`src/hdl/clnw_pkg.sv`:
```
// Shared types, constants and register codes for the character LCD nibble writer.
package clnw_pkg;

	localparam int ROWS_C      = 4;
	localparam int ROW_W       = 2;
	localparam int QUEUE_DEPTH = 2;
	localparam int QPTR_W      = (QUEUE_DEPTH > 1) ? $clog2(QUEUE_DEPTH) : 1;
	localparam int QCNT_W      = $clog2(QUEUE_DEPTH + 1);
	localparam int INIT_LEN    = 7;
	localparam int INIT_BEATS  = 2 * INIT_LEN;
	localparam int BEAT_W      = 4;
	localparam int CFG_IDX_W   = 3;
	localparam int CFG_DATA_W  = 16;

	localparam logic [1:0] FUNC_CMD  = 2'd0;
	localparam logic [1:0] FUNC_TEXT = 2'd1;
	localparam logic [1:0] FUNC_INIT = 2'd2;

	localparam logic [CFG_IDX_W-1:0] REG_ROW0_BASE   = 3'd0;
	localparam logic [CFG_IDX_W-1:0] REG_ROW1_BASE   = 3'd1;
	localparam logic [CFG_IDX_W-1:0] REG_ROW2_BASE   = 3'd2;
	localparam logic [CFG_IDX_W-1:0] REG_ROW3_BASE   = 3'd3;
	localparam logic [CFG_IDX_W-1:0] REG_LINE_LENGTH = 3'd4;
	localparam logic [CFG_IDX_W-1:0] REG_CMD_WAIT    = 3'd5;
	localparam logic [CFG_IDX_W-1:0] REG_DATA_WAIT   = 3'd6;

	localparam logic [6:0]  ROW0_BASE_RST   = 7'h00;
	localparam logic [6:0]  ROW1_BASE_RST   = 7'h40;
	localparam logic [6:0]  ROW2_BASE_RST   = 7'h14;
	localparam logic [6:0]  ROW3_BASE_RST   = 7'h54;
	localparam logic [5:0]  LINE_LENGTH_RST = 6'd20;
	localparam logic [15:0] CMD_WAIT_RST    = 16'd2000;
	localparam logic [15:0] DATA_WAIT_RST   = 16'd1;

	localparam logic RS_CMD  = 1'b0;
	localparam logic RS_DATA = 1'b1;

	typedef struct packed {
		logic [3:0][6:0] row_base;
		logic [5:0]      line_length;
		logic [15:0]     command_wait_us;
		logic [15:0]     data_wait_us;
	} cfg_t;

	typedef enum logic [1:0] {
		JOB_CMD,
		JOB_TEXT,
		JOB_INIT
	} job_kind_t;

	typedef struct packed {
		job_kind_t  kind;
		logic       lead_addr;
		logic [7:0] addr_cmd;
		logic [7:0] data;
	} job_t;

	// power-up: 0x33, 0x32, 4-bit two-line, display on, entry mode, clear, home
	function automatic logic [7:0] init_byte(input logic [2:0] idx);
		logic [7:0] b;
		case (idx)
			3'd0:    b = 8'b0011_0011;
			3'd1:    b = 8'b0011_0010;
			3'd2:    b = 8'b0010_1000;
			3'd3:    b = 8'b0000_1111;
			3'd4:    b = 8'b0000_0100;
			3'd5:    b = 8'b0000_0001;
			3'd6:    b = 8'b0000_0010;
			default: b = 8'b0000_0000;
		endcase
		return b;
	endfunction

endpackage

```
`src/hdl/clnw_cfg_regs.sv`:
```
// Configuration register file: row bases, line length and post-wait times.
module clnw_cfg_regs (
	input  logic                          clk,
	input  logic                          arst_n,
	input  logic                          cfg_valid,
	input  logic [clnw_pkg::CFG_IDX_W-1:0]  cfg_index,
	input  logic [clnw_pkg::CFG_DATA_W-1:0] cfg_data,
	output clnw_pkg::cfg_t                cfg
);
	import clnw_pkg::*;

	cfg_t cfg_q;

	always_ff @(posedge clk or negedge arst_n) begin
		if (!arst_n) begin
			cfg_q.row_base[0]     <= ROW0_BASE_RST;
			cfg_q.row_base[1]     <= ROW1_BASE_RST;
			cfg_q.row_base[2]     <= ROW2_BASE_RST;
			cfg_q.row_base[3]     <= ROW3_BASE_RST;
			cfg_q.line_length     <= LINE_LENGTH_RST;
			cfg_q.command_wait_us <= CMD_WAIT_RST;
			cfg_q.data_wait_us    <= DATA_WAIT_RST;
		end else if (cfg_valid) begin
			case (cfg_index)
				REG_ROW0_BASE:   cfg_q.row_base[0]     <= cfg_data[6:0];
				REG_ROW1_BASE:   cfg_q.row_base[1]     <= cfg_data[6:0];
				REG_ROW2_BASE:   cfg_q.row_base[2]     <= cfg_data[6:0];
				REG_ROW3_BASE:   cfg_q.row_base[3]     <= cfg_data[6:0];
				REG_LINE_LENGTH: cfg_q.line_length     <= cfg_data[5:0];
				REG_CMD_WAIT:    cfg_q.command_wait_us <= cfg_data;
				REG_DATA_WAIT:   cfg_q.data_wait_us    <= cfg_data;
				default: ;
			endcase
		end
	end

	assign cfg = cfg_q;

endmodule

```
`src/hdl/clnw_front.sv`:
```
// Front end: accepts items, tracks the text position and queues jobs for the beat engine.
module clnw_front #(
	parameter int ROWS = clnw_pkg::ROWS_C
) (
	input  logic           clk,
	input  logic           arst_n,
	input  clnw_pkg::cfg_t cfg,
	input  logic           in_valid,
	output logic           in_ready,
	input  logic [1:0]     func,
	input  logic [7:0]     data_byte,
	input  logic           start_of_message,
	input  logic           q_full,
	output logic           q_push,
	output clnw_pkg::job_t q_job
);
	import clnw_pkg::*;

	logic [7:0]          pos_q;
	logic                ended_q;
	logic                accept;
	logic [5:0]          len_eff;
	logic [ROWS:0][7:0]  mult;
	logic [7:0]          pos_eff;
	logic                ended_eff;
	logic [ROW_W-1:0]    row;
	logic                col_zero;
	logic                past_end;
	logic                text_emit;
	logic [7:0]          pos_nxt;
	logic                ended_nxt;

	assign in_ready = !q_full;
	assign accept   = in_valid && in_ready;

	always_comb begin
		len_eff = (cfg.line_length == 6'd0) ? 6'd1 : cfg.line_length;
		mult[0] = 8'd0;
		for (int k = 1; k <= ROWS; k++)
			mult[k] = mult[k-1] + {2'b00, len_eff};

		pos_eff   = start_of_message ? 8'd0 : pos_q;
		ended_eff = start_of_message ? 1'b0 : ended_q;

		// row = pos / len and col == 0 by comparison against row starts
		row = '0;
		for (int k = 1; k < ROWS; k++)
			if (pos_eff >= mult[k])
				row = row + ROW_W'(1);
		col_zero = 1'b0;
		for (int k = 0; k < ROWS; k++)
			if (pos_eff == mult[k])
				col_zero = 1'b1;
		past_end = (pos_eff >= mult[ROWS]);

		text_emit = !ended_eff && (data_byte != 8'd0) && !past_end;
		pos_nxt   = text_emit ? pos_eff + 8'd1 : pos_eff;
		ended_nxt = ended_eff || !text_emit;

		q_job.lead_addr = col_zero;
		q_job.addr_cmd  = {1'b1, cfg.row_base[row]};
		q_job.data      = data_byte;
		case (func)
			FUNC_CMD: begin
				q_job.kind = JOB_CMD;
				q_push     = accept;
			end
			FUNC_TEXT: begin
				q_job.kind = JOB_TEXT;
				q_push     = accept && text_emit;
			end
			FUNC_INIT: begin
				q_job.kind = JOB_INIT;
				q_push     = accept;
			end
			default: begin
				q_job.kind = JOB_CMD;
				q_push     = 1'b0;
			end
		endcase
	end

	always_ff @(posedge clk or negedge arst_n) begin
		if (!arst_n) begin
			pos_q   <= 8'd0;
			ended_q <= 1'b0;
		end else if (accept && func == FUNC_TEXT) begin
			pos_q   <= pos_nxt;
			ended_q <= ended_nxt;
		end
	end

endmodule

```
`src/hdl/clnw_job_queue.sv`:
```
// Short job queue between the front end and the beat engine.
module clnw_job_queue (
	input  logic           clk,
	input  logic           arst_n,
	input  logic           push,
	input  clnw_pkg::job_t push_job,
	output logic           full,
	input  logic           pop,
	output logic           empty,
	output clnw_pkg::job_t head_job
);
	import clnw_pkg::*;

	job_t              mem_q [QUEUE_DEPTH];
	logic [QPTR_W-1:0] wr_ptr_q;
	logic [QPTR_W-1:0] rd_ptr_q;
	logic [QCNT_W-1:0] count_q;

	function automatic logic [QPTR_W-1:0] ptr_inc(input logic [QPTR_W-1:0] p);
		return (p == QPTR_W'(QUEUE_DEPTH - 1)) ? '0 : p + QPTR_W'(1);
	endfunction

	assign full     = (count_q == QCNT_W'(QUEUE_DEPTH));
	assign empty    = (count_q == '0);
	assign head_job = mem_q[rd_ptr_q];

	always_ff @(posedge clk) begin
		if (push)
			mem_q[wr_ptr_q] <= push_job;
	end

	always_ff @(posedge clk or negedge arst_n) begin
		if (!arst_n) begin
			wr_ptr_q <= '0;
			rd_ptr_q <= '0;
			count_q  <= '0;
		end else begin
			if (push)
				wr_ptr_q <= ptr_inc(wr_ptr_q);
			if (pop)
				rd_ptr_q <= ptr_inc(rd_ptr_q);
			case ({push, pop})
				2'b10:   count_q <= count_q + QCNT_W'(1);
				2'b01:   count_q <= count_q - QCNT_W'(1);
				default: count_q <= count_q;
			endcase
		end
	end

	a_no_push_full: assert property (@(posedge clk) disable iff (!arst_n)
		push |-> !full) else $error("job pushed into full queue");
	a_no_pop_empty: assert property (@(posedge clk) disable iff (!arst_n)
		pop |-> !empty) else $error("job popped from empty queue");
	a_count_range: assert property (@(posedge clk) disable iff (!arst_n)
		count_q <= QCNT_W'(QUEUE_DEPTH)) else $error("queue count out of range");

endmodule

```
`src/hdl/clnw_back.sv`:
```
// Beat engine: expands the head job into E-strobed nibble beats through an output register.
module clnw_back (
	input  logic           clk,
	input  logic           arst_n,
	input  clnw_pkg::cfg_t cfg,
	input  logic           q_empty,
	input  clnw_pkg::job_t head_job,
	output logic           q_pop,
	output logic           out_valid,
	input  logic           out_ready,
	output logic           reg_select,
	output logic [3:0]     nibble,
	output logic [15:0]    wait_us,
	output logic           last
);
	import clnw_pkg::*;

	logic [BEAT_W-1:0] beat_q;
	logic [BEAT_W-1:0] final_beat;
	logic              fire;
	logic              last_beat;
	logic [2:0]        byte_sel;
	logic [7:0]        cur_byte;
	logic              cur_rs;
	logic [15:0]       cur_wait;
	logic              out_valid_q;
	logic              rs_q;
	logic [3:0]        nibble_q;
	logic [15:0]       wait_q;
	logic              last_q;

	assign byte_sel = beat_q[3:1];
	assign fire     = !q_empty && (!out_valid_q || out_ready);

	always_comb begin
		case (head_job.kind)
			JOB_CMD: begin
				final_beat = BEAT_W'(1);
				cur_byte   = head_job.data;
				cur_rs     = RS_CMD;
				cur_wait   = cfg.command_wait_us;
			end
			JOB_TEXT: begin
				final_beat = head_job.lead_addr ? BEAT_W'(3) : BEAT_W'(1);
				if (head_job.lead_addr && byte_sel == 3'd0) begin
					cur_byte = head_job.addr_cmd;
					cur_rs   = RS_CMD;
					cur_wait = cfg.command_wait_us;
				end else begin
					cur_byte = head_job.data;
					cur_rs   = RS_DATA;
					cur_wait = cfg.data_wait_us;
				end
			end
			JOB_INIT: begin
				final_beat = BEAT_W'(INIT_BEATS - 1);
				cur_byte   = init_byte(byte_sel);
				cur_rs     = RS_CMD;
				cur_wait   = cfg.command_wait_us;
			end
			default: begin
				final_beat = BEAT_W'(1);
				cur_byte   = head_job.data;
				cur_rs     = RS_CMD;
				cur_wait   = cfg.command_wait_us;
			end
		endcase
		last_beat = (beat_q == final_beat);
	end

	assign q_pop = fire && last_beat;

	always_ff @(posedge clk or negedge arst_n) begin
		if (!arst_n) begin
			beat_q      <= '0;
			out_valid_q <= 1'b0;
		end else begin
			if (fire)
				beat_q <= last_beat ? '0 : beat_q + BEAT_W'(1);
			if (fire)
				out_valid_q <= 1'b1;
			else if (out_ready)
				out_valid_q <= 1'b0;
		end
	end

	// high nibble first with no wait, low nibble carries the byte's wait
	always_ff @(posedge clk) begin
		if (fire) begin
			rs_q     <= cur_rs;
			nibble_q <= beat_q[0] ? cur_byte[3:0] : cur_byte[7:4];
			wait_q   <= beat_q[0] ? cur_wait : 16'd0;
			last_q   <= last_beat;
		end
	end

	assign out_valid  = out_valid_q;
	assign reg_select = rs_q;
	assign nibble     = nibble_q;
	assign wait_us    = wait_q;
	assign last       = last_q;

	a_beat_range: assert property (@(posedge clk) disable iff (!arst_n)
		beat_q < BEAT_W'(INIT_BEATS)) else $error("beat index out of range");
	a_pop_restarts: assert property (@(posedge clk) disable iff (!arst_n)
		q_pop |=> beat_q == '0) else $error("beat index not cleared after job");
	a_last_on_pop: assert property (@(posedge clk) disable iff (!arst_n)
		fire |=> last_q == $past(q_pop)) else $error("last flag disagrees with job end");

endmodule

```
`src/hdl/char_lcd_nibble_writer.sv`:
```
// Character LCD 4-bit writer: nibble beats for commands, text with line addressing, init.
//
// Input channel (in_valid/in_ready): func 0 sends data_byte as a command, func 1 sends it
// as a character (a set-DDRAM-address command leads each row start), func 2 sends the
// power-up sequence then clear and home. Zero bytes and text past the last row are dropped
// until start_of_message. Config channel (cfg_valid/cfg_ready) is always ready; write it
// only while the block is idle.
// Each output beat is one E strobe: RS level, D7..D4, and the wait after E falls. A byte
// is two beats, high nibble first; last marks the final beat of an item.
// Timing: an item is written into a two-entry job queue; its first beat then passes
// through the output register before it goes valid. The beat engine issues one beat per
// cycle while the receiver is ready: two beats for a command, two or four for a character,
// fourteen for init; dropped items give no beats. The beat engine sets the pace.
// A stalled receiver holds the output register; the queue keeps taking items until full.
// Reset: configuration returns to its defaults, text position to row 0 column 0, queue and
// output empty.
module char_lcd_nibble_writer #(
	parameter int ROWS = clnw_pkg::ROWS_C
) (
	input  logic                            clk,
	input  logic                            arst_n,
	input  logic                            in_valid,
	output logic                            in_ready,
	input  logic [1:0]                      func,
	input  logic [7:0]                      data_byte,
	input  logic                            start_of_message,
	output logic                            out_valid,
	input  logic                            out_ready,
	output logic                            reg_select,
	output logic [3:0]                      nibble,
	output logic [15:0]                     wait_us,
	output logic                            last,
	input  logic                            cfg_valid,
	output logic                            cfg_ready,
	input  logic [clnw_pkg::CFG_IDX_W-1:0]  cfg_index,
	input  logic [clnw_pkg::CFG_DATA_W-1:0] cfg_data
);
	import clnw_pkg::*;

	cfg_t cfg;
	job_t push_job;
	job_t head_job;
	logic q_push;
	logic q_pop;
	logic q_full;
	logic q_empty;

	assign cfg_ready = 1'b1;

	clnw_cfg_regs u_cfg (
		.clk       (clk),
		.arst_n    (arst_n),
		.cfg_valid (cfg_valid),
		.cfg_index (cfg_index),
		.cfg_data  (cfg_data),
		.cfg       (cfg)
	);

	clnw_front #(
		.ROWS (ROWS)
	) u_front (
		.clk              (clk),
		.arst_n           (arst_n),
		.cfg              (cfg),
		.in_valid         (in_valid),
		.in_ready         (in_ready),
		.func             (func),
		.data_byte        (data_byte),
		.start_of_message (start_of_message),
		.q_full           (q_full),
		.q_push           (q_push),
		.q_job            (push_job)
	);

	clnw_job_queue u_queue (
		.clk      (clk),
		.arst_n   (arst_n),
		.push     (q_push),
		.push_job (push_job),
		.full     (q_full),
		.pop      (q_pop),
		.empty    (q_empty),
		.head_job (head_job)
	);

	clnw_back u_back (
		.clk        (clk),
		.arst_n     (arst_n),
		.cfg        (cfg),
		.q_empty    (q_empty),
		.head_job   (head_job),
		.q_pop      (q_pop),
		.out_valid  (out_valid),
		.out_ready  (out_ready),
		.reg_select (reg_select),
		.nibble     (nibble),
		.wait_us    (wait_us),
		.last       (last)
	);

endmodule
```
`config.mk`:
```
export PLATFORM = sky130hd
export DESIGN_NAME = char_lcd_nibble_writer
export DESIGN_NICKNAME = d
export VERILOG_FILES = /design/src/hdl/clnw_pkg.sv /design/src/hdl/clnw_cfg_regs.sv /design/src/hdl/clnw_front.sv /design/src/hdl/clnw_job_queue.sv /design/src/hdl/clnw_back.sv /design/src/hdl/char_lcd_nibble_writer.sv
export SDC_FILE = /design/constraint.sdc
export NUM_CORES = 1
export LEC_CHECK = 0
export BUFFER_PORTS_ARGS = -buffer_cell sky130_fd_sc_hd__buf_2
export CELL_PAD_IN_SITES_DETAIL_PLACEMENT = 0
export CELL_PAD_IN_SITES_GLOBAL_PLACEMENT = 1
export CORE_MARGIN = 5
export CORE_UTILIZATION = 35
export CTS_CLUSTER_SIZE = 40
export DETAILED_ROUTE_END_ITERATION = 10
export PLACE_DENSITY = 0.68
export SYNTH_ARGS = -nofsm -noshare
export SYNTH_HDL_FRONTEND = slang
export SYNTH_SLANG_ARGS = --single-unit
```
`constraint.sdc`:
```
create_clock -name clk -period 6.3 [get_ports clk]
set_input_delay 0.63 -clock clk [delete_from_list [all_inputs] [get_ports clk]]
set_output_delay 0.63 -clock clk [all_outputs]
set_load 0.02 [all_outputs]
```
==> results of run 1 <==
cell families (layout without fill, tap and decap cells):
family	count (synthesis)	after routing	share of synthesized area [%]
and+or+nand+nor	175	175	12.0
other	1	1	0.0485
adders and majority gates	45	45	7.38
DFF	142	142	50.0
AOI/OAI and AO/OA	91	91	7.75
muxes	110	110	16.4
xor gates and xnor gates	23	23	2.80
buffers and inverters	62	130	3.72
final cells by class:
| class | count | area [um^2] |
|---|---|---|
| clock inverter | 12 | 120 |
| sequential | 142 | 3860 |
| inverter | 36 | 135 |
| tap | 280 | 350 |
| fill | 2031 | 12900 |
| multi-input combinational | 445 | 3580 |
| timing repair buffer | 62 | 323 |
| clock buffer | 20 | 468 |
power groups by stage:
stage                     sequential (mW)  combinational [mW]  clock [mW]
after floorplan                      1.50                1.06           0
after global placement               1.48                1.38           0
after detailed placement             1.49                1.42           0
after CTS                            1.48                1.43        1.02
after global routing                 1.51                1.57        1.06
final                                1.48                1.41       0.995
registers in the layout (all words and copies together), names as in the netlist:
signal             flops
u_cfg.cfg             66
u_queue.mem_q         36
u_back.wait_us        16
u_front.pos_q          8
u_back.beat_q          4
u_back.nibble          4
u_queue.count_q        2
u_back.last            1
u_back.out_valid       1
u_back.reg_select      1
u_front.ended_q        1
u_queue.rd_ptr_q       1
u_queue.wr_ptr_q       1
worst min path at each step:
stage / from / endpoint / slack, ns / cells after the start
after floorplan: arst_n / u_back.beat_q[0]$_DFFE_PN0P_ / 0.33 / 0
after global placement: u_front.pos_q[1]$_DFFE_PN0P_ / u_front.pos_q[1]$_DFFE_PN0P_ / 0.48 / 1
after detailed placement: u_front.pos_q[1]$_DFFE_PN0P_ / u_front.pos_q[1]$_DFFE_PN0P_ / 0.48 / 1
after CTS: arst_n / u_front.pos_q[6]$_DFFE_PN0P_ / 0.07 / 1
after global routing: arst_n / u_front.pos_q[6]$_DFFE_PN0P_ / 0.08 / 1
final: arst_n / u_front.pos_q[6]$_DFFE_PN0P_ / 0.08 / 1
per-stage QoR:
step                std cells  setup slack (ns)  power, mW  hold WS, ns
floorplan                 649              1.18       2.55        0.334
global placement          965              1.41       2.86        0.479
detailed placement        965              1.24       2.91        0.482
CTS                       997              1.23       3.93       0.0741
global route              997             0.863       4.14       0.0789
finish                    997              1.24       3.88       0.0777
layout by cell type, fill, tap and decap left out, types with 15 or more instances in the layout:
cell | synthesis | final
dfrtp_1 | 69 | 69
dfstp_2 | 15 | 15
inv_1 | 31 | 31
edfxtp_1 | 58 | 58
buf_2 | 14 | 57
mux2_2 | 68 | 68
nand2_1 | 68 | 68
nor3_1 | 15 | 15
nor2_1 | 21 | 21
a21oi_1 | 31 | 31
mux2i_1 | 35 | 35
clkbuf_16 | 0 | 18
ha_1 | 44 | 44
worst max-delay path, cell delays in order, from the launching register on:
cell       delay [ns]
dfstp_2          0.57
inv_1            0.06
ha_1             0.24
nand4bb_4        0.14
nand2_2          0.12
fa_1             0.47
xnor2_1          0.23
ha_1             0.30
and2b_2          0.21
a311o_1          0.36
a21oi_2          0.18
nor2b_1          0.07
o21bai_2         0.12
xnor2_1          0.14
ha_1             0.27
a221oi_2         0.24
nand2_1          0.17
o31ai_1          0.22
nand3_1          0.20
ha_1             0.37
nor2_1           0.13
xor2_1           0.15
routing by layer:
layer	up-vias	wire, um	GRT usage [%]	part of all wire, %
met5	-	0	0	0
met4	0	279	4.96	1.7
met3	18	490	2.91	2.9
met2	87	8400	23.6	50
met1	2534	7490	17.3	45
li1	2449	-	-	-
==> flow_summary.toml, run 1 <==
[place]
place_hpwl_um = 12100
port_buffers = 58
placed_area_um2 = 8250
gp_congestion = 0.778

[cts]
clk_latency_ns = 0.42
numClockSinks = 142
cts_tree = "built"
cts_max_path_buffers = 2
cts_root_buffer = "clkbuf_16"
cts_made_buffers = 17
cts_hold_buf = 0
cts_resized = 0
htree_levels = 4
clk_pin_slew_ns = 0.06
cts_setup_buffers = 0

[critical_path]
cp-end-kind = "flop"
cp.arrival_ns = 5.39
start_kind = "flop"
r2r_start = "u_cfg.cfg[34]$_DFFE_PN1P_"
critPathKind = "flop to flop"
rrSetupSlack_ns = 1.24
cp.required_ns = 6.64
reg2reg_to = "u_queue.count_q[1]$_DFFE_PN0P_"
ff2ff_path_depth = 21
cp_max_fo = 6
worstSetupStartpoint = "u_cfg.cfg[34]$_DFFE_PN1P_"
crit_end = "u_queue.count_q[1]$_DFFE_PN0P_"

[sta]
maxSlewHeadroom_pct = 29.3
finalCritPeriodShare_pct = 80.3
hold_viol = 0
max_freq_mhz = 198
rsz0062_at_grt = "no"
min_period_ns = 5.06
worstMarginPinSlew_ns = 1.06
tns_ns = 0
final_max_slew_viol_count = 0
finClkSkew_ns = 0.0103
setup-violations-final = 0

[synth]
syn_nets = 729
ys_seq_area_share_pct = 50.0
ys.flop_type = "dfrtp_1"
synth_cells = 649
synth.avg_cell_area_um2 = 11.9
synth_seq_cells = 142
ys_types = 69
synth-edff-count = 58
async_flop_share_pct = 59.2
yosysMostFrequentCell = "dfrtp_1"
synth_warnings = 0
ys_top_cells_by_area = "edfxtp_1 23%, dfrtp_1 22%, mux2_2 9.9%, ha_1 7.1%, dfstp_2 5.1%"
synth_largest_area_cell = "edfxtp_1"
synthesis.area_um2 = 7730
synthTopCellsByCount = "69 x dfrtp_1, 68 x mux2_2, 68 x nand2_1, 58 x edfxtp_1, 44 x ha_1"
synth_top_area_share_pct = 22.5

[finish]
syn_to_final_growth_pct = 14.3
drive_above_1_share_pct = 29.3
fin_nets = 784
diodes = 0
utilization_pct = 40.6
final_cell_area_um2 = 8840

[route]
drc_errors = 0
vias_per_cell = 5.10
wirelength_um = 16700
drt-pass1-iter-count = 6
routed-via-count = 5088
drtIter0Drc = 231
avgRoutedWirePerCell_um = 16.7
ant_nets = 0

[global_route]
grt_pass1_wl_um = 27200
overflow = 0
grt_pass1_vias = 5361
track_usage_pct = 13.8
antenna_found_initial = 0
grt_max_degree = 68

[power]
p_sw_mw = 1.40
p_leak_nw = 3.75
sw_frac_of_total_pct = 36.0
p_clk_share_pct = 25.7
power.density_nw_per_um2 = 439
pwr-share-comb_pct = 36.3
ir_worst_vdd_uv = 143
seqPwrFrac_pct = 38.1
internal-power_mw = 2.48

[die]
rows = 54
io_pins = 60
die_h_um = 159
die_w_um = 159
core-area_um2 = 21800
fp.dieArea_um2 = 25200
start_util_pct = 35.5

[run]
max_cap_violations = 0

[hold_path]
min_path_type = "input port to async pin"

[run_status]
status = "finished clean"
Note: power is estimated with default switching activity, not from simulation.
==> inputs of run 2 (changes only) <==
--- a/config.mk
+++ b/config.mk
@@ -5,6 +5,7 @@
 export SDC_FILE = /design/constraint.sdc
 export NUM_CORES = 1
 export LEC_CHECK = 0
+export ABC_AREA = 1
 export BUFFER_PORTS_ARGS = -buffer_cell sky130_fd_sc_hd__buf_2
 export CELL_PAD_IN_SITES_DETAIL_PLACEMENT = 0
 export CELL_PAD_IN_SITES_GLOBAL_PLACEMENT = 1
@@ -12,7 +13,7 @@
 export CORE_UTILIZATION = 35
 export CTS_CLUSTER_SIZE = 40
 export DETAILED_ROUTE_END_ITERATION = 10
-export PLACE_DENSITY = 0.68
+export PLACE_DENSITY = 0.74
 export SYNTH_ARGS = -nofsm -noshare
 export SYNTH_HDL_FRONTEND = slang
 export SYNTH_SLANG_ARGS = --single-unit
==> constraint.sdc (replaced) <==
create_clock -name clk -period 4.5 [get_ports clk]
set_input_delay 0.45 -clock clk [delete_from_list [all_inputs] [get_ports clk]]
set_output_delay 0.45 -clock clk [all_outputs]
set_load 0.02 [all_outputs]
==> run 2 against run 1 <==
  * Power increased by 52%
  * Sequential power increased by 36%
  * Sequential cell count unchanged
  * Combinational power increased by 77%
  * Maximum frequency increased by 18%
  * Cell count increased by 26%
  * Global-route usage decreased by 0.18 points
  * Non-clock buffer count increased by 16
  * Via count increased by 15%
  * Worst setup slack got worse by 1.0 ns
  * Hold slack improved by 0.020 ns
==> flow_summary.toml, run 2 <==
[critical_path]
crit_slowest_cell = "dfstp_2"
critPathTopFamily = "adder cells"
start_kind = "flop"
cp_max_fo = 5
cp.arrival_ns = 4.58
path_common_cell = "nand2_1"
cp.required_ns = 4.80
critPathMaxStageDelay_ns = 0.54
cp-end-kind = "flop"
path_buf_inv = 4
critPathKind = "flop to flop"

[synth]
synth-compound-area-share_pct = 9.46
synth_cells = 897
synth-edff-count = 58
synthMuxAreaShare_pct = 0.258
ys_types = 50
synth_warnings = 0
synth_fa_ha_area_share_pct = 7.35
syn_nets = 977
synth_top_area_share_pct = 22.4
ys.flop_type = "dfrtp_1"
synth-xor-area-share_pct = 1.35
synthTopCellsByCount = "220 x nand2_1, 121 x inv_1, 99 x o21ai_0, 76 x nor2_1, 69 x dfrtp_1"
synthesis.area_um2 = 7760
synth_top_family_by_area = "simple AND/OR/NAND/NOR gates"
synth_largest_area_cell = "edfxtp_1"
ys_top_cells_by_area = "edfxtp_1 22%, dfrtp_1 22%, nand2_1 11%, ha_1 7.1%, o21ai_0 6.4%"
async_flop_share_pct = 59.2
synth_seq_cells = 142
ys_seq_area_share_pct = 49.8
synth.avg_cell_area_um2 = 8.65
yosysMostFrequentCell = "nand2_1"
synth-simple-area-share_pct = 23.2

[die]
start_util_pct = 35.6
die_w_um = 159
die_h_um = 159
core-area_um2 = 21800
fp.dieArea_um2 = 25200
io_pins = 60
rows = 54

[sta]
final_max_slew_viol_count = 0
finalCritPeriodShare_pct = 95.2
worstMarginPinSlew_ns = 0.981
tns_ns = 0
finClkSkew_ns = 0.0136
maxSlewHeadroom_pct = 34.4
layout_setup_ws_ns = 0.218
max_freq_mhz = 234
hold_viol = 0
min_period_ns = 4.28
setup-violations-final = 0

[place]
port_buffers = 58
gp_congestion = 0.792
dp_slack_ns = -0.0294
place_hpwl_um = 12300

[route]
drt-pass1-iter-count = 4
wirelength_um = 17100
drc_errors = 0
drtIter0Drc = 305
ant_nets = 0
avgRoutedWirePerCell_um = 13.6
routed-via-count = 5864
vias_per_cell = 4.65

[global_route]
grt_pass1_wl_um = 28700
grt_pass1_vias = 5713
grt_max_degree = 60
overflow = 0
track_usage_pct = 13.6
antenna_found_initial = 0

[hold_path]
min_path_type = "input port to async pin"

[cts]
htree_levels = 4
clk_pin_slew_ns = 0.07
cts_tree = "built"
cts_made_buffers = 17
numClockSinks = 142
cts_root_buffer = "clkbuf_16"
cts_max_path_buffers = 2
clk_latency_ns = 0.42

[finish]
multiInputGateArea_um2 = 3350
n_fill_cell = 2217
fin_nets = 1047
regArea_um2 = 3860
final_common_cell = "nand2_1"
largest_reg_flops = 66
syn_to_final_growth_pct = 17.6
diodes = 0
drive_above_1_share_pct = 19.4
layout_common_cells = "217 x nand2_1, 116 x inv_1, 97 x o21ai_0"

[power]
power.density_nw_per_um2 = 646
p_leak_nw = 4.43
p_total_mw = 5.90
ir_worst_vdd_uv = 248

[run_status]
status = "finished clean"

[run]
max_cap_violations = 0
run 2: cell count changes after synthesis, sizes merged, moves of 42 or more:
| cell | delta |
|---|---|
| nand2 | +165 |
| inv | +94 |
| o21ai | +80 |
| mux2 | -69 |
| nor2 | +59 |
| nand3 | +42 |
run 2: path summary, 6_finish.rpt:
check                                     startpoint                        endpoint  slack (ns)  cells after the start
setup / recovery           u_cfg.cfg[34]$_DFFE_PN1P_  u_queue.count_q[1]$_DFFE_PN0P_        0.22                     31
hold / removal                                arst_n    u_front.pos_q[6]$_DFFE_PN0P_         0.1                      1
setup reg to reg           u_cfg.cfg[34]$_DFFE_PN1P_  u_queue.count_q[1]$_DFFE_PN0P_        0.22                     31
hold reg to reg            u_cfg.cfg[15]$_DFFE_PN0P_       u_cfg.cfg[15]$_DFFE_PN0P_        0.48                      2
max in group asynchronous                     arst_n       u_cfg.cfg[54]$_DFFE_PN1P_        3.46                      2
min in group clk                           out_ready    u_back.out_valid$_DFFE_PN0P_        0.23                      2
run 2: cells by family after synthesis:
kind of cell / after synthesis
buf+inv: 157
compound gates: 137
other cells: 1
simple gates: 401
xor+xnor: 12
fa+ha+maj: 45
flops: 142
mux: 2
run 2: cell type report:
class	count	area share, %
Clock buffer	17	4.66
Clock inverter	15	1.85
Inverter	130	5.51
Multi-Input combinational cell	598	36.7
Sequential cell	142	42.3
Tap cell	280	3.84
Timing Repair Buffer	78	5.13
run 2: power breakdown:
group / leakage (nW) / switching [mW] / internal [mW]
logic: 2.56 / 1.60 / 0.890
clock network: 0.286 / 0.637 / 0.750
registers: 1.58 / 0.184 / 1.84
total: 4.43 / 2.42 / 3.48
run 2: repair_timing:
action / CTS / global route
hold buffers: 0 / 0
setup endpoints to repair: 1 / 38
gates resized for setup: 4 / 26
pin swaps: 1 / 18
setup buffers: 0 / 4
run 2: metal layers:
| layer | share of wire (%) | vias up | GRT usage (%) |
|---|---|---|---|
| met3 | 2.9 | 10 | 2.62 |
| met5 | 0 | - | 0 |
| li1 | - | 3056 | - |
| met1 | 48 | 2717 | 18.6 |
| met4 | 0.78 | 0 | 3.45 |
| met2 | 48 | 81 | 22.4 |
run 2: worst reg2reg max path, delay by kind of cell (launching register included):
kind	cells	cell delay, ns
AOI/OAI and AO/OA	6	0.73
DFF	1	0.54
and+or+nand+nor	14	1.14
xor gates and xnor gates	2	0.32
adders and majority gates	5	1.18
buffers and inverters	4	0.25
run 2: stage by stage:
step	instances	util [%]	cell area, um^2	hold slack [ns]
after global routing	1260	41.8	9130	0.160
after floorplan	897	-	7760	0.154
after detailed placement	1224	38.4	8390	0.465
final	1260	41.8	9130	0.0982
after global placement	1224	38.4	8390	0.458
after CTS	1256	41.2	8990	0.140
==> inputs of run 3 (changes only) <==
--- a/config.mk
+++ b/config.mk
@@ -14,6 +14,7 @@
 export CTS_CLUSTER_SIZE = 40
 export DETAILED_ROUTE_END_ITERATION = 10
 export PLACE_DENSITY = 0.74
+export REMOVE_ABC_BUFFERS = 1
 export SYNTH_ARGS = -nofsm -noshare
 export SYNTH_HDL_FRONTEND = slang
 export SYNTH_SLANG_ARGS = --single-unit
==> run 3 against run 2 <==
  * Utilization is 0.092 points higher
  * Worst setup slack better by 0.065 ns
  * Clock skew is 0.0031 ns lower
  * Largest power group unchanged
  * Critical path type unchanged
  * Sequential share of layout area is 0.093 points lower
  * Maximum frequency is 1.5% higher
  * Count of clock-buffer cells in the layout stayed put
  * Critical path depth is 2 lower
  * Combinational power hardly changed
  * First-iteration DRC count is 4.9% lower
  * Routed wire length is 1.2% lower
  * Highest routed layer unchanged
  * Hold slack worse by 0.034 ns
==> flow_summary.toml, run 3 (synthesized netlist as in run 2, its figures left out) <==
[run_status]
status = "finished clean"

[sta]
hold_viol = 0
finalCritPeriodShare_pct = 93.7
min_period_ns = 4.22
max_freq_mhz = 237
setup-violations-final = 0
final_max_slew_viol_count = 0
worstMarginPinSlew_ns = 0.962
finClkSkew_ns = 0.0105
maxSlewHeadroom_pct = 35.7
layout_setup_ws_ns = 0.283

[critical_path]
crit_slowest_cell = "dfstp_2"
cp-end-kind = "flop"
cp_max_fo = 7
critPathKind = "flop to flop"
path_common_cell = "nand2_1"
cp.required_ns = 4.63
crit_end = "u_queue.mem_q[1][9]$_DFFE_PP_"
r2r_start = "u_cfg.cfg[36]$_DFFE_PN1P_"
critPathMaxStageDelay_ns = 0.55
rrSetupSlack_ns = 0.28
cp.arrival_ns = 4.34
start_kind = "flop"
worstSetupStartpoint = "u_cfg.cfg[36]$_DFFE_PN1P_"
ff2ff_path_depth = 29
reg2reg_to = "u_queue.mem_q[1][9]$_DFFE_PP_"

[place]
gp_congestion = 0.796
place_hpwl_um = 12100
dp_slack_ns = -0.0334
port_buffers = 58
dp.cells = 1223

[finish]
diodes = 0
final_common_cell = "nand2_1"
syn_to_final_growth_pct = 17.8
final_cells = 1263
largest_reg_flops = 66
layout_common_cells = "217 x nand2_1, 116 x inv_1, 98 x o21ai_0"
fin_nets = 1050
drive_above_1_share_pct = 19.3

[cts]
numClockSinks = 142
cts_made_buffers = 17
clk_latency_ns = 0.42
cts_tree = "built"
htree_levels = 4
clk_pin_slew_ns = 0.07
cts_max_path_buffers = 2
cts_root_buffer = "clkbuf_16"

[global_route]
globalRouteMet3Util_pct = 2.38
overflow = 0
gr-max-usage-layer = "met2"
grt_max_degree = 50
grt_pass1_vias = 5738
met2_usage_pct = 21.7
antenna_found_initial = 0
grt_pass1_wl_um = 28600
grt_use_met1_pct = 18.8
track_usage_pct = 13.5

[route]
routed-via-count = 5820
wirelength_um = 16900
drtIter0Drc = 290
drc_errors = 0
vias_per_cell = 4.61
drt-pass1-iter-count = 5
ant_nets = 0
avgRoutedWirePerCell_um = 13.4

[die]
fp.dieArea_um2 = 25200
start_util_pct = 35.6
die_h_um = 159
rows = 54
die_w_um = 159
core-area_um2 = 21800
io_pins = 60

[hold_path]
min_path_type = "input port to async pin"

[power]
p_leak_nw = 4.44
ir_worst_vdd_uv = 290
power.density_nw_per_um2 = 648

[run]
max_cap_violations = 0
## run 3: cell count changes in the layout (fill, tap and decap cells not counted), moves of 2 or more
cell	previous run	this run
nor2_2	5	3
inv_4	2	4
inv_8	7	4
buf_6	0	2
## run 3: worst min path at each step
| stage | from | endpoint | slack [ns] | cells after the start |
|---|---|---|---|---|
| CTS | arst_n | u_front.pos_q[7]$_DFFE_PN0P_ | 0.08 | 1 |
| detailed placement | u_cfg.cfg[50]$_DFFE_PN0P_ | u_cfg.cfg[50]$_DFFE_PN0P_ | 0.46 | 2 |
| global route | arst_n | u_front.pos_q[5]$_DFFE_PN0P_ | 0.12 | 1 |
| finish | arst_n | u_front.pos_q[6]$_DFFE_PN0P_ | 0.06 | 1 |
| global placement | u_cfg.cfg[46]$_DFFE_PN0P_ | u_cfg.cfg[46]$_DFFE_PN0P_ | 0.46 | 2 |
| floorplan | arst_n | u_back.beat_q[0]$_DFFE_PN0P_ | 0.15 | 0 |
## run 3: cell type report
class / instances / area, um^2
repair buffers: 81 / 503
multi-input cells: 598 / 3330
clock inverters: 15 / 173
inverters: 130 / 500
flip-flops and latches: 142 / 3860
well taps: 280 / 350
fillers: 2176 / 12700
clock buffers: 17 / 425
## run 3: repair_timing
| item | 4_1_cts | 5_1_grt |
|---|---|---|
| resized for setup | 4 | 23 |
| pin swaps | 1 | 9 |
| hold buffers | 0 | 0 |
| cloned | 0 | 2 |
| setup endpoints to repair | 1 | 38 |
| buffers inserted | 1 | 5 |
## run 3: per-stage QoR
stage	hold slack (ns)	setup TNS [ns]	power, mW	area (um^2)	utilization (%)
3_5_place_dp	0.464	-0.0334	4.45	8370	38.3
5_1_grt	0.121	-0.989	6.43	9150	41.9
2_1_floorplan	0.154	-13.26	3.74	7600	-
4_1_cts	0.0839	0	5.91	8980	41.2
3_3_place_gp	0.456	0	4.43	8370	38.3
6_report	0.0641	0	5.93	9150	41.9
## run 3: power breakdown
group | leakage [nW] | total, mW | switching [mW] | internal [mW]
sequential | 1.58 | 2.03 | 0.189 | 1.84
combinational | 2.57 | 2.49 | 1.60 | 0.888
clock | 0.288 | 1.41 | 0.618 | 0.791
## run 3: metal layers
layer	part of all wire [%]	vias to the layer above	wire (um)
met5	0	-	0
met4	1.0	0	174
met3	2.4	10	407
met2	48	68	8060
met1	49	2695	8280
li1	-	3047	-
## run 3: worst max-delay path, delay by kind of cell, from the launching register on
kind | cells | cell delay (ns)
simple gates | 14 | 1.19
xor+xnor | 1 | 0.19
compound gates | 2 | 0.23
fa+ha+maj | 4 | 1.17
flops | 1 | 0.55
buf+inv | 8 | 0.60
